<file path="src/rtl/gcpg_pkg.sv">
`default_nettype none
package gcpg_pkg;
  localparam int unsigned CFG_DATA_W = 16;
  localparam int unsigned CFG_IDX_W = 1;
  localparam logic [CFG_IDX_W-1:0] REG_STOCK_LENGTH = 1'd0;
  localparam logic [CFG_IDX_W-1:0] REG_TYPE_COUNT = 1'd1;
  localparam logic OP_LOAD = 1'b0;
  localparam logic OP_GENERATE = 1'b1;
  localparam int unsigned CNT_W = 16;
  localparam int unsigned SLOT_W = 6;
  localparam int unsigned TCOUNT_W = 7;

  typedef struct packed {
    logic operation;
    logic [5:0] type_slot;
    logic [15:0] piece_length;
    logic [15:0] piece_demand;
  } in_word_t;

  typedef struct packed {
    logic [5:0] type_out;
    logic [15:0] piece_count;
    logic last_of_pattern;
    logic all_met;
    logic stuck;
  } out_word_t;

  typedef struct packed {
    logic start;
    logic [31:0] dividend;
    logic [31:0] divisor;
  } div_req_t;

  typedef struct packed {
    logic done;
    logic [31:0] quotient;
  } div_rsp_t;
endpackage
`default_nettype wire

</file>
<file path="src/rtl/gcpg_if.sv">
`default_nettype none
interface gcpg_in_if;
  logic valid;
  logic ready;
  gcpg_pkg::in_word_t data;
  modport source(output valid, output data, input ready);
  modport sink(input valid, input data, output ready);
endinterface

interface gcpg_out_if;
  logic valid;
  logic ready;
  gcpg_pkg::out_word_t data;
  modport source(output valid, output data, input ready);
  modport sink(input valid, input data, output ready);
endinterface
`default_nettype wire

</file>
<file path="src/rtl/greedy_cutting_pattern_generator_core.sv">
`default_nettype none
// Greedy cutting pattern generator.
// in: words with operation 0 (load type_slot length/demand) or 1 (generate).
// out: per generate, type_count words (clamped to 1..MAX_TYPES), type 0 first,
// last_of_pattern on the final one; all_met and stuck repeat on every word.
// cfg: wr_en/wr_index/wr_data; index 0 stock_length, 1 type_count; write only
// while idle.
// A load is taken while idle; the next word can follow right after.
// A generate: the accept, a scan of types from n-1 down to the top type with
// demand, each type from there down cut through the serial divider (a skipped
// or zero-length type bypasses it), a demand check over all types, the output
// words plus receiver stalls, then a clear of the count memory. Throughput is
// one item at a time.
// Reset: stock_length 1000, type_count 1; the count memory is cleared by a
// pass over all MAX_TYPES entries during which no word is accepted.
// A stalled receiver holds the output word; the pattern drain waits.
module greedy_cutting_pattern_generator_core #(
  parameter int unsigned MAX_TYPES = 64,
  parameter int unsigned LEN_BITS = 16
) (
  input wire logic clk,
  input wire logic rst,
  gcpg_in_if.sink in_ch,
  gcpg_out_if.source out_ch,
  input wire logic wr_en,
  input wire logic [gcpg_pkg::CFG_IDX_W-1:0] wr_index,
  input wire logic [gcpg_pkg::CFG_DATA_W-1:0] wr_data
);
  localparam int unsigned AW = $clog2(MAX_TYPES);
  localparam int unsigned NW = $clog2(MAX_TYPES + 1);
  localparam int unsigned CW = gcpg_pkg::CNT_W;

  typedef enum logic [3:0] {
    S_CLEAR, S_IDLE, S_SCAN_RD, S_SCAN_CHK, S_CUT_RD, S_CUT_DIV, S_CUT_WAIT,
    S_CUT_WR, S_MET_RD, S_MET_CHK, S_OUT_RD, S_OUT_SHOW
  } state_t;

  state_t state;
  // length and demand share an address: one memory of pairs
  logic [LEN_BITS+CW-1:0] tab_mem [MAX_TYPES];
  logic [CW-1:0] cnt_mem [MAX_TYPES];
  logic [LEN_BITS+CW-1:0] tab_rd;
  logic [CW-1:0] cnt_rd;
  logic [AW-1:0] tab_addr;
  logic [AW-1:0] cnt_addr;
  logic tab_we, cnt_we;
  logic [LEN_BITS+CW-1:0] tab_wd;
  logic [CW-1:0] cnt_wd;

  logic [15:0] stock_length;
  logic [gcpg_pkg::TCOUNT_W-1:0] type_count;
  logic [NW-1:0] n_eff;
  logic [NW-1:0] idx;
  logic [AW-1:0] last_idx;
  logic [LEN_BITS-1:0] room;
  logic [LEN_BITS-1:0] cur_len;
  logic [CW-1:0] cur_dem;
  logic [CW-1:0] q;
  logic is_top, stuck, met;
  gcpg_pkg::div_req_t dreq;
  gcpg_pkg::div_rsp_t drsp;

  always_comb begin
    if (type_count == '0) n_eff = NW'(1);
    else if (32'(type_count) > MAX_TYPES) n_eff = NW'(MAX_TYPES);
    else n_eff = NW'(type_count);
  end

  always_ff @(posedge clk) begin
    if (tab_we) tab_mem[tab_addr] <= tab_wd;
    tab_rd <= tab_mem[tab_addr];
  end

  always_ff @(posedge clk) begin
    if (cnt_we) cnt_mem[cnt_addr] <= cnt_wd;
    cnt_rd <= cnt_mem[cnt_addr];
  end

  gcpg_divider #(.W(LEN_BITS)) u_div (.clk(clk), .rst(rst), .req(dreq), .rsp(drsp));

  assign cur_len = tab_rd[LEN_BITS+CW-1:CW];
  assign cur_dem = tab_rd[CW-1:0];

  always_comb begin
    tab_we = 1'b0;
    cnt_we = 1'b0;
    tab_addr = idx[AW-1:0];
    cnt_addr = idx[AW-1:0];
    tab_wd = {cur_len, cur_dem - q};
    cnt_wd = q;
    dreq.start = 1'b0;
    dreq.dividend = 32'(room);
    dreq.divisor = 32'(cur_len);
    unique case (state)
      S_CLEAR: begin
        cnt_we = 1'b1;
        cnt_wd = '0;
      end
      S_IDLE: begin
        tab_addr = AW'(in_ch.data.type_slot);
        tab_wd = {LEN_BITS'(in_ch.data.piece_length), in_ch.data.piece_demand};
        tab_we = in_ch.valid && in_ch.data.operation == gcpg_pkg::OP_LOAD
                 && 32'(in_ch.data.type_slot) < MAX_TYPES;
        cnt_addr = '0;
      end
      S_CUT_DIV: dreq.start = (cur_len != '0) && (is_top || room >= cur_len);
      S_CUT_WR: begin
        tab_we = 1'b1;
        cnt_we = 1'b1;
      end
      S_OUT_SHOW: cnt_addr = idx[AW-1:0] + 1'b1;
      default: ;
    endcase
  end

  assign in_ch.ready = state == S_IDLE;

  always_ff @(posedge clk) begin
    if (rst) begin
      state <= S_CLEAR;
      idx <= '0;
      stock_length <= 16'd1000;
      type_count <= gcpg_pkg::TCOUNT_W'(1);
      out_ch.valid <= 1'b0;
    end else begin
      if (wr_en) begin
        unique case (wr_index)
          gcpg_pkg::REG_STOCK_LENGTH: stock_length <= wr_data;
          gcpg_pkg::REG_TYPE_COUNT: type_count <= wr_data[gcpg_pkg::TCOUNT_W-1:0];
          default: ;
        endcase
      end
      unique case (state)
        S_CLEAR: begin
          idx <= idx + 1'b1;
          if (idx == NW'(MAX_TYPES - 1)) begin
            idx <= '0;
            state <= S_IDLE;
          end
        end
        S_IDLE: begin
          if (in_ch.valid && in_ch.data.operation == gcpg_pkg::OP_GENERATE) begin
            idx <= n_eff - 1'b1;
            last_idx <= AW'(n_eff - 1'b1);
            stuck <= 1'b0;
            met <= 1'b1;
            room <= LEN_BITS'(stock_length);
            state <= S_SCAN_RD;
          end
        end
        S_SCAN_RD: state <= S_SCAN_CHK;
        S_SCAN_CHK: begin
          if (cur_dem != '0) begin
            is_top <= 1'b1;
            state <= S_CUT_RD;
          end else if (idx == '0) begin
            state <= S_MET_RD;
          end else begin
            idx <= idx - 1'b1;
            state <= S_SCAN_RD;
          end
        end
        S_CUT_RD: state <= S_CUT_DIV;
        S_CUT_DIV: begin
          if (is_top && cur_len > room) stuck <= 1'b1;
          if (!is_top && room < cur_len) begin
            q <= '0;
            // not cut: count stays zero, demand unchanged
            state <= S_CUT_WR;
          end else if (cur_len == '0) begin
            q <= cur_dem;
            state <= S_CUT_WR;
          end else begin
            state <= S_CUT_WAIT;
          end
        end
        S_CUT_WAIT: begin
          if (drsp.done) begin
            q <= (drsp.quotient > 32'(cur_dem)) ? cur_dem : CW'(drsp.quotient);
            state <= S_CUT_WR;
          end
        end
        S_CUT_WR: begin
          room <= room - LEN_BITS'(32'(q) * 32'(cur_len));
          is_top <= 1'b0;
          if (idx == '0) begin
            idx <= n_eff - 1'b1;
            state <= S_MET_RD;
          end else begin
            idx <= idx - 1'b1;
            state <= S_CUT_RD;
          end
        end
        S_MET_RD: state <= S_MET_CHK;
        S_MET_CHK: begin
          if (cur_dem != '0) met <= 1'b0;
          if (idx == '0) begin
            state <= S_OUT_RD;
          end else begin
            idx <= idx - 1'b1;
            state <= S_MET_RD;
          end
        end
        S_OUT_RD: state <= S_OUT_SHOW;
        S_OUT_SHOW: begin
          if (!out_ch.valid) begin
            out_ch.valid <= 1'b1;
            out_ch.data.type_out <= gcpg_pkg::SLOT_W'(idx);
            out_ch.data.piece_count <= cnt_rd;
            out_ch.data.last_of_pattern <= idx[AW-1:0] == last_idx;
            out_ch.data.all_met <= met;
            out_ch.data.stuck <= stuck;
          end else if (out_ch.ready) begin
            out_ch.valid <= 1'b0;
            if (idx[AW-1:0] == last_idx) begin
              idx <= '0;
              state <= S_CLEAR;
            end else begin
              idx <= idx + 1'b1;
              state <= S_OUT_RD;
            end
          end
        end
        default: state <= S_IDLE;
      endcase
    end
  end

`ifndef NO_ASSERTIONS
  a_no_in_while_busy: assert property (@(posedge clk) disable iff (rst)
    (state != S_IDLE) |-> !in_ch.ready) else $error("ready outside idle");
  a_out_only_drain: assert property (@(posedge clk) disable iff (rst)
    out_ch.valid |-> state == S_OUT_SHOW) else $error("output outside drain");
  a_div_start_idle: assert property (@(posedge clk) disable iff (rst)
    dreq.start |=> state == S_CUT_WAIT) else $error("divider start misplaced");
  a_stuck_top: assert property (@(posedge clk) disable iff (rst)
    $rose(stuck) |-> $past(is_top)) else $error("stuck off top");
`endif
endmodule
`default_nettype wire

</file>
<file path="src/rtl/gcpg_divider.sv">
`default_nettype none
// restoring divider, one quotient bit per cycle
module gcpg_divider #(
  parameter int unsigned W = 16
) (
  input wire logic clk,
  input wire logic rst,
  input wire gcpg_pkg::div_req_t req,
  output gcpg_pkg::div_rsp_t rsp
);
  localparam int unsigned CW = $clog2(W + 1);
  logic [W-1:0] quo;
  logic [W-1:0] den;
  logic [W:0] rem;
  logic [CW-1:0] cnt;
  logic busy;
  logic done;
  logic [W:0] trial;
  logic [W:0] shifted;

  always_comb begin
    shifted = {rem[W-1:0], quo[W-1]};
    trial = shifted - {1'b0, den};
  end

  always_ff @(posedge clk) begin
    if (rst) begin
      busy <= 1'b0;
      cnt <= '0;
      done <= 1'b0;
    end else begin
      done <= 1'b0;
      if (req.start) begin
        busy <= 1'b1;
        cnt <= CW'(W);
        quo <= req.dividend[W-1:0];
        den <= req.divisor[W-1:0];
        rem <= '0;
      end else if (busy) begin
        if (!trial[W]) begin
          rem <= trial;
          quo <= {quo[W-2:0], 1'b1};
        end else begin
          rem <= shifted;
          quo <= {quo[W-2:0], 1'b0};
        end
        cnt <= cnt - 1'b1;
        if (cnt == CW'(1)) begin
          busy <= 1'b0;
          done <= 1'b1;
        end
      end
    end
  end

  assign rsp.done = done;
  assign rsp.quotient = 32'(quo);
endmodule
`default_nettype wire
</file>
<file path="src/flat_wrapper.sv">
// flat-port wrapper written by rule: the top's interface ports become plain ports
module greedy_cutting_pattern_generator_core_flat 
#(
  parameter int unsigned MAX_TYPES = 64,
  parameter int unsigned LEN_BITS = 16
)
  (clk, rst, wr_en, wr_index, wr_data, in_ch_valid, in_ch_data, in_ch_ready, out_ch_valid, out_ch_data, out_ch_ready);
  gcpg_in_if in_ch_i ();
  gcpg_out_if out_ch_i ();
  input wire logic clk;
  input wire logic rst;
  input wire logic wr_en;
  input wire logic [gcpg_pkg::CFG_IDX_W-1:0] wr_index;
  input wire logic [gcpg_pkg::CFG_DATA_W-1:0] wr_data;
  input wire logic [$bits(in_ch_i.valid)-1:0] in_ch_valid;
  input wire logic [$bits(in_ch_i.data)-1:0] in_ch_data;
  output wire logic [$bits(in_ch_i.ready)-1:0] in_ch_ready;
  output wire logic [$bits(out_ch_i.valid)-1:0] out_ch_valid;
  output wire logic [$bits(out_ch_i.data)-1:0] out_ch_data;
  input wire logic [$bits(out_ch_i.ready)-1:0] out_ch_ready;
  assign in_ch_i.valid = in_ch_valid;
  assign in_ch_i.data = in_ch_data;
  assign in_ch_ready = in_ch_i.ready;
  assign out_ch_valid = out_ch_i.valid;
  assign out_ch_data = out_ch_i.data;
  assign out_ch_i.ready = out_ch_ready;
  greedy_cutting_pattern_generator_core #(.MAX_TYPES(MAX_TYPES), .LEN_BITS(LEN_BITS)) u_core (.clk(clk), .rst(rst), .in_ch(in_ch_i), .out_ch(out_ch_i), .wr_en(wr_en), .wr_index(wr_index), .wr_data(wr_data));
endmodule
</file>
<file path="config.mk">
export PLATFORM = sky130hd
export DESIGN_NAME = greedy_cutting_pattern_generator_core_flat
export DESIGN_NICKNAME = d
export VERILOG_FILES = /design/src/rtl/gcpg_pkg.sv /design/src/rtl/gcpg_if.sv /design/src/rtl/greedy_cutting_pattern_generator_core.sv /design/src/rtl/gcpg_divider.sv /design/src/flat_wrapper.sv
export SDC_FILE = /design/constraint.sdc
export NUM_CORES = 2
export LEC_CHECK = 0
export BUFFER_PORTS_ARGS = -buffer_cell sky130_fd_sc_hd__buf_2
export CORE_ASPECT_RATIO = 1.25
export CORE_MARGIN = 5
export CORE_UTILIZATION = 31
export DETAILED_ROUTE_END_ITERATION = 12
export PLACE_DENSITY_LB_ADDON = 0.15
export SLEW_MARGIN = 20
export SYNTH_ARGS = -nofsm -noshare
export SYNTH_HDL_FRONTEND = slang
export SYNTH_SLANG_ARGS = --single-unit
</file>
<file path="constraint.sdc">
create_clock -name clk -period 5.5 [get_ports clk]
set_clock_uncertainty 0.1 [all_clocks]
set_input_delay 0.275 -clock clk [delete_from_list [all_inputs] [get_ports clk]]
set_output_delay 0.275 -clock clk [all_outputs]
set_load 0.02 [all_outputs]
</file>
After elaboration in Yosys (flattened, before gate mapping)
Memories as Yosys holds them, arrays and structs flattened. A register that Yosys moved wholly into a read port is not among the register bits.
Cells that the tools add are included.
{"block": "word_totals", "register_bits": 156, "latch_bits": 0, "mem_bits_rw": 3072, "romBits": 0, "in_bits": 61, "out_inout_bits": 27, "n_memories": 2}
{"block": "classes", "addsub": 8, "multipliers": 1, "n_div": 0, "magnitude_cmp": 5, "n_eq_ne": 24, "shift": 0, "mux": 63, "bitwise": 5, "reduce_logical": 36}
{"memory": "u_core.tab_mem", "depth": 64, "word_bits": 32, "rd": 1, "rd_ports_with_merged_regs": 1, "wr": 1, "line": "greedy_cutting_pattern_generator_core.sv:40", "rtl": "logic [LEN_BITS+CW-1:0] tab_mem [MAX_TYPES];"}
{"memory": "u_core.cnt_mem", "depth": 64, "word_bits": 16, "rd": 1, "rd_ports_with_merged_regs": 1, "wr": 1, "line": "greedy_cutting_pattern_generator_core.sv:41", "rtl": "logic [CW-1:0] cnt_mem [MAX_TYPES];"}
{"cell": "$mux W16", "n": 10}
{"cell": "$mux W7", "n": 10}
{"cell": "$pmux W16 S2", "n": 2}
{"cell": "$pmux W4 S12", "n": 1}
{"cell": "$pmux W7 S6", "n": 1}
{"cell": "$mux W4", "n": 10}
{"cell": "$gt A16 B16 Y1", "n": 2}
{"cell": "$mux W32", "n": 1}
{"cell": "$reduce_bool A16 Y1", "n": 2}
{"cell": "$sub A16 B16 Y16", "n": 2}
{"cell": "$mux W1", "n": 19}
{"cell": "$sub A17 B16 Y17", "n": 1}
{"cell": "$eq A4 B3 Y1 const B", "n": 4}
{"cell": "$eq A4 B4 Y1 const B", "n": 4}
{"cell": "$ge A16 B16 Y1", "n": 1}
{"cell": "$logic_not A16 Y1", "n": 1}
{"cell": "$lt A16 B16 Y1", "n": 1}
{"cell": "$mul A16 B16 Y16", "n": 1}
{"cell": "$logic_not A7 Y1", "n": 2}
{"cell": "$sub A7 B1 Y7 const B", "n": 2}
{"cell": "$ne A2 B1 Y1 const B", "n": 6}
{"cell": "$pmux W6 S2", "n": 1}
{"cell": "$reduce_and A3 Y1", "n": 4}
{"cell": "$reduce_and A4 Y1", "n": 3}
{"cell": "26 further kinds", "n": 51}

Logic depth before layout (Yosys ltp)
{"block": "depth", "depth_word": 6, "mapped_depth": 21}

By module
From an unflattened synthesis, not the netlist that was laid out.
{"block": "hier_totals", "cells_unflattened": 8029, "area_unflattened_um2": 128348.1}
{"module": "greedy_cutting_pattern_generator_core", "n_inst": 1, "cells_each": 7727, "area_per_inst_um2": 125038.7, "seq_area_each_um2": 95892.0}
{"module": "gcpg_divider", "n_inst": 1, "cells_each": 302, "area_per_inst_um2": 3309.4, "seq_area_each_um2": 1581.5}

Worst setup path after synthesis
No wires, ideal clock.
{"block": "synth_path", "path_kind": "reg2reg", "from": "register u_core.q[2]", "to": "memory u_core.tab_mem[0][14] (netlist name), data pin", "setup_ps": 702, "arrival_ps": 5006, "path_slack_ps": -307, "stages_incl_launch_ff": 13, "path_buffers": 1, "synth_period_minus_slack_ps": 5807, "cell_sequence": "edfxtp_1 > clkbuf_1 > clkinv_1 > ha_1 > nor2b_1 > o21ai_0 > a21oi_1 > o21ai_0 > a21oi_1 > a211oi_1 > o41ai_1 > xnor2_1 > o21ai_0"}
{"block": "synth_between", "elab_chain_cells": 2}
{"item": "start, declared", "line": "greedy_cutting_pattern_generator_core.sv:58", "rtl": "logic [CW-1:0] q;"}
{"item": "start signal, assigned", "line": "greedy_cutting_pattern_generator_core.sv:171", "rtl": "q <= cur_dem;"}
{"item": "start signal, assigned", "line": "greedy_cutting_pattern_generator_core.sv:179", "rtl": "q <= (drsp.quotient > 32'(cur_dem)) ? cur_dem : CW'(drsp.quotient);"}
{"item": "$sub A16 B16 Y16", "line": "greedy_cutting_pattern_generator_core.sv:89", "rtl": "tab_wd = {cur_len, cur_dem - q};"}
{"item": "$mux W32", "line": "greedy_cutting_pattern_generator_core.sv:94", "rtl": "unique case (state)"}
{"item": "named net u_core.tab_wd[14]", "line": "greedy_cutting_pattern_generator_core.sv:47", "rtl": "logic [LEN_BITS+CW-1:0] tab_wd;"}
{"item": "end, declared", "line": "greedy_cutting_pattern_generator_core.sv:40"}
The timed path passes the listed nets, and every way through them passes these cells.

Final worst setup path
{"block": "layout_path", "from": "register u_core.q[5]", "to": "register u_core.room[15], data pin"}
{"block": "layout_between", "elab_chain_cells": 3}
{"item": "$mul A16 B16 Y16", "line": "greedy_cutting_pattern_generator_core.sv:184", "rtl": "room <= room - LEN_BITS'(32'(q) * 32'(cur_len));"}
{"item": "$sub A16 B16 Y16", "line": "greedy_cutting_pattern_generator_core.sv:184"}
{"item": "$pmux W16 S2", "line": "greedy_cutting_pattern_generator_core.sv:133", "rtl": "unique case (state)"}
{"item": "end signal, assigned", "line": "greedy_cutting_pattern_generator_core.sv:147", "rtl": "room <= LEN_BITS'(stock_length);"}
{"item": "end signal, assigned", "line": "greedy_cutting_pattern_generator_core.sv:184"}
{"item": "end, declared", "line": "greedy_cutting_pattern_generator_core.sv:55", "rtl": "logic [LEN_BITS-1:0] room;"}
Every way passes these cells.
A chain may end at the register's enable or synchronous reset.

==> qor.txt <==
multi-input logic area = 29000 um2
Site Rows = 264
routed wire length = 488 mm
Hold WC Path Type = input pin to register
Synth Cell Area = 128000 um2
WS Path Type = register to register
GRT Resource Usage Total = 22.1%
Tot Pwr = 65800 uW
Internal = 47300 uW
register area share after synthesis = 75.9%
Clock Tree Buf Depth = 4
CP endpoint = u_core.room[15]$_DFFE_PP_
CP Launch Point = u_core.q[5]$_DFFE_PP_
syn nets = 8396
Filler cells = 38600
share of cells above drive strength 1 = 17.6%
die height = 729 um
HPWL Detailed = 313 mm
dpl ws = -0.128 ns
Reg clk slew, reported paths = 0.06 ns
Netlist cell types = 91
commonest non-fill, non-tap cell in the layout = edfxtp_1
status = complete, no violations
vias in the first global route = 78000
FF+latch area = 97500 um2
setup violators final = 0
CP endpoint kind = register
critical path's largest stage delay = 0.54 ns
root buffer cell = clkbuf_16
syn avg cell area = 15.8 um2
ys async rst share = 0%
slowest stage cell, crit path = fa_1
#FFs+latches synth = 3276
die footprint = 427000 um2
Worst-Margin Slew = 1.15 ns
setup ws final = 0.0455 ns
number of synthesized flops with an enable pin = 3186
Initial DRC Count = 8368
RePlAce Congestion = 0.867
Residual DRC = 0
DRT Pass-1 Iters = 6
Worst R2R Path Depth = 20
cell count after synthesis = 8113
Peak VDD IR = 870 uV
commonest non-fill, non-tap cells in the layout = edfxtp_1 (3186), a22oi_1 (1082), nand2_1 (766)
combinational share of power = 20.4%
total vias in the final route = 79500
Detail Route Antenna Nets = 0
Slew HR = 23.3%
pin count of the biggest net entering global routing = 65
Worst Path Arrival = 5.98 ns
CP Launch Type = register
initial antenna violation count = 37
setup tns final = 0 ns
Pwr Density = 428 nW/um2
worst-path fanout max = 3
YS warnings = 0
Critical Path RT = 6.02 ns
Final Hold Vio Count = 0
Core ar. = 413000 um2
CTS Buf Count = 356
Sw Ratio = 28.1%
io pins = 88
post-layout min period = 5.45 ns
H-tree level count = 5
Starting Density = 31.1%
Pins Over Slew Limit = 0
r2r endpoint = u_core.room[15]$_DFFE_PP_
Net Switching = 18500 uW
Die Wd = 586 um
vias per cell = 5.41
worst-path cell chain = buf_6 -> nand2_2 -> fa_1 -> inv_2 -> fa_1 -> fa_1 -> inv_1 -> fa_1 -> fa_1 -> inv_1 -> fa_1 -> inv_2 -> ha_4 -> nand3_2 -> nand2_1 -> a41o_1 -> o41ai_2 -> buf_4 -> xnor2_2 -> o21ai_1
fmax = 0.183 GHz
unrepaired setup endpoints after global routing = yes
GR Overflow Total = 0
final core utilization = 37.2%
clock power share = 35.8%
CTS Sinks = 3276
FF-to-FF Start = u_core.q[5]$_DFFE_PP_
CTS tree = yes
Reg power frac = 43.9%
Pleak = 0.0503 uW
Max-Cap Viols = 0
WL/cell = 33.3 um
first-pass GRT wire length = 666 mm
CP most frequent cell = fa_1
# nets final = 9188
Skew-Pair Late Insertion Delay = 0.96 ns
Main synth FF type = edfxtp_1
Area growth, synth to finish = 19.7%
reg2reg setup slack = 0.05 ns
# port buffers = 87
cell count of the worst hold path = 4
part of the cycle the worst path needs = 99.2%
worst min path at each step:
stage / from / to / slack (ns)
floorplan: u_core.cnt_rd[7]$_DFF_P_ / u_core.out_ch.data[10]$_DFFE_PP_ / 0.29
global placement: u_core.cnt_rd[13]$_DFF_P_ / u_core.out_ch.data[16]$_DFFE_PP_ / 0.29
detailed placement: u_core.cnt_rd[0]$_DFF_P_ / u_core.out_ch.data[3]$_DFFE_PP_ / 0.29
CTS: in_ch_data[38] / u_core.stuck$_DFFE_PP_ / 0.01
global route: in_ch_data[20] / u_core.tab_mem[43][20]$_DFFE_PP_ / 0.01
finish: in_ch_data[12] / u_core.tab_mem[43][12]$_DFFE_PP_ / 0.07
state kept, by name (all words and copies together), names as in the netlist, 4 cells and up:
register             count
u_core.u_div.quo        16
u_core.q                16
u_core.u_div.den        16
u_core.out_ch.data      25
u_core.last_idx          6
u_core.state             4
u_core.idx               7
u_core.u_div.cnt         5
u_core.room             16
u_core.u_div.rem        16
u_core.cnt_rd           16
u_core.cnt_mem        1024
u_core.tab_mem        2048
u_core.type_count        7
u_core.stock_length     16
u_core.tab_rd           32
cells in the mapped netlist, drive strengths merged (71+ instances only):
library cell / n / area [um2]
a211oi: 71 / 533
fa: 98 / 1960
a22o: 108 / 946
o21ai: 205 / 1050
clkbuf: 107 / 402
nand3: 116 / 581
nand2: 774 / 2910
ha: 124 / 1550
edfxtp: 3186 / 95700
a22oi: 1082 / 8120
dfxtp: 90 / 1800
a221oi: 124 / 1100
nor2: 376 / 1450
nand4: 80 / 500
buf: 365 / 1920
inv: 233 / 875
a21oi: 282 / 1420
metrics by stage:
stage	hold slack [ns]	cell area (um2)	instances
after floorplan	0.286	128000	8113
after global placement	0.291	141000	13900
after detailed placement	0.289	141000	13900
after CTS	0.0108	153000	14600
after global routing	0.0116	154000	14700
final	0.0690	154000	14700
worst max-delay path, delay by kind of cell, from the launching register on:
kind	cells	cell delay [ns]
AO/OA/AOI/OAI	3	0.58
XOR/XNOR	1	0.10
adder cells (fa/ha/maj)	7	3.25
buffers and inverters	6	0.51
flip-flops	1	0.45
AND/OR/NAND/NOR	3	0.17
cell families (layout without fill, tap and decap cells):
group	after synthesis	in the layout	share of synthesized area, %
muxes	77	77	0.682
buffers and inverters	711	1796	2.51
and+or+nand+nor	1551	1551	5.28
adders and majority gates	222	222	2.74
other	0	30	0
AOI/OAI and AO/OA	2191	2191	12.3
DFF	3276	3276	75.9
xor gates and xnor gates	85	85	0.580
power by group through the flow:
stage | registers (uW) | logic [uW] | clock network [uW]
after floorplan | 29400 | 6550 | 0
after global placement | 29400 | 12500 | 0
after detailed placement | 29400 | 12500 | 0
after CTS | 28900 | 12700 | 24000
after global routing | 28800 | 14400 | 25000
final | 28900 | 13400 | 23500
final cells by class:
type,instances,share of cell area (%)
clock buffers,458,6.22
multi-input cells,4126,18.9
repair buffers,906,5.23
diodes,30,0.0489
flip-flops and latches,3276,63.4
inverters,239,0.588
well taps,5453,4.44
clock inverters,193,1.15
timing repair:
| action | in CTS | in global routing |
|---|---|---|
| pin swaps | 1 | 19 |
| buffers inserted | 1 | 6 |
| endpoints found under the setup margin | 3 | 3 |
| gates resized for setup | 13 | 31 |
| cloned | 0 | 0 |
| hold buffers | 59 | 1 |
| endpoints found under the hold margin | 335 | 6 |
routing by layer:
layer  global-route usage, %  part of all wire (%)  up-vias
met3                    3.19                   6.0      640
met5                       0                 0.010        -
met4                    8.00                   4.2        8
met1                    28.7                    40    42000
met2                    37.7                    49     3017
li1                        -                     -    33800
No activity file was read; power rests on OpenSTA's default activity.
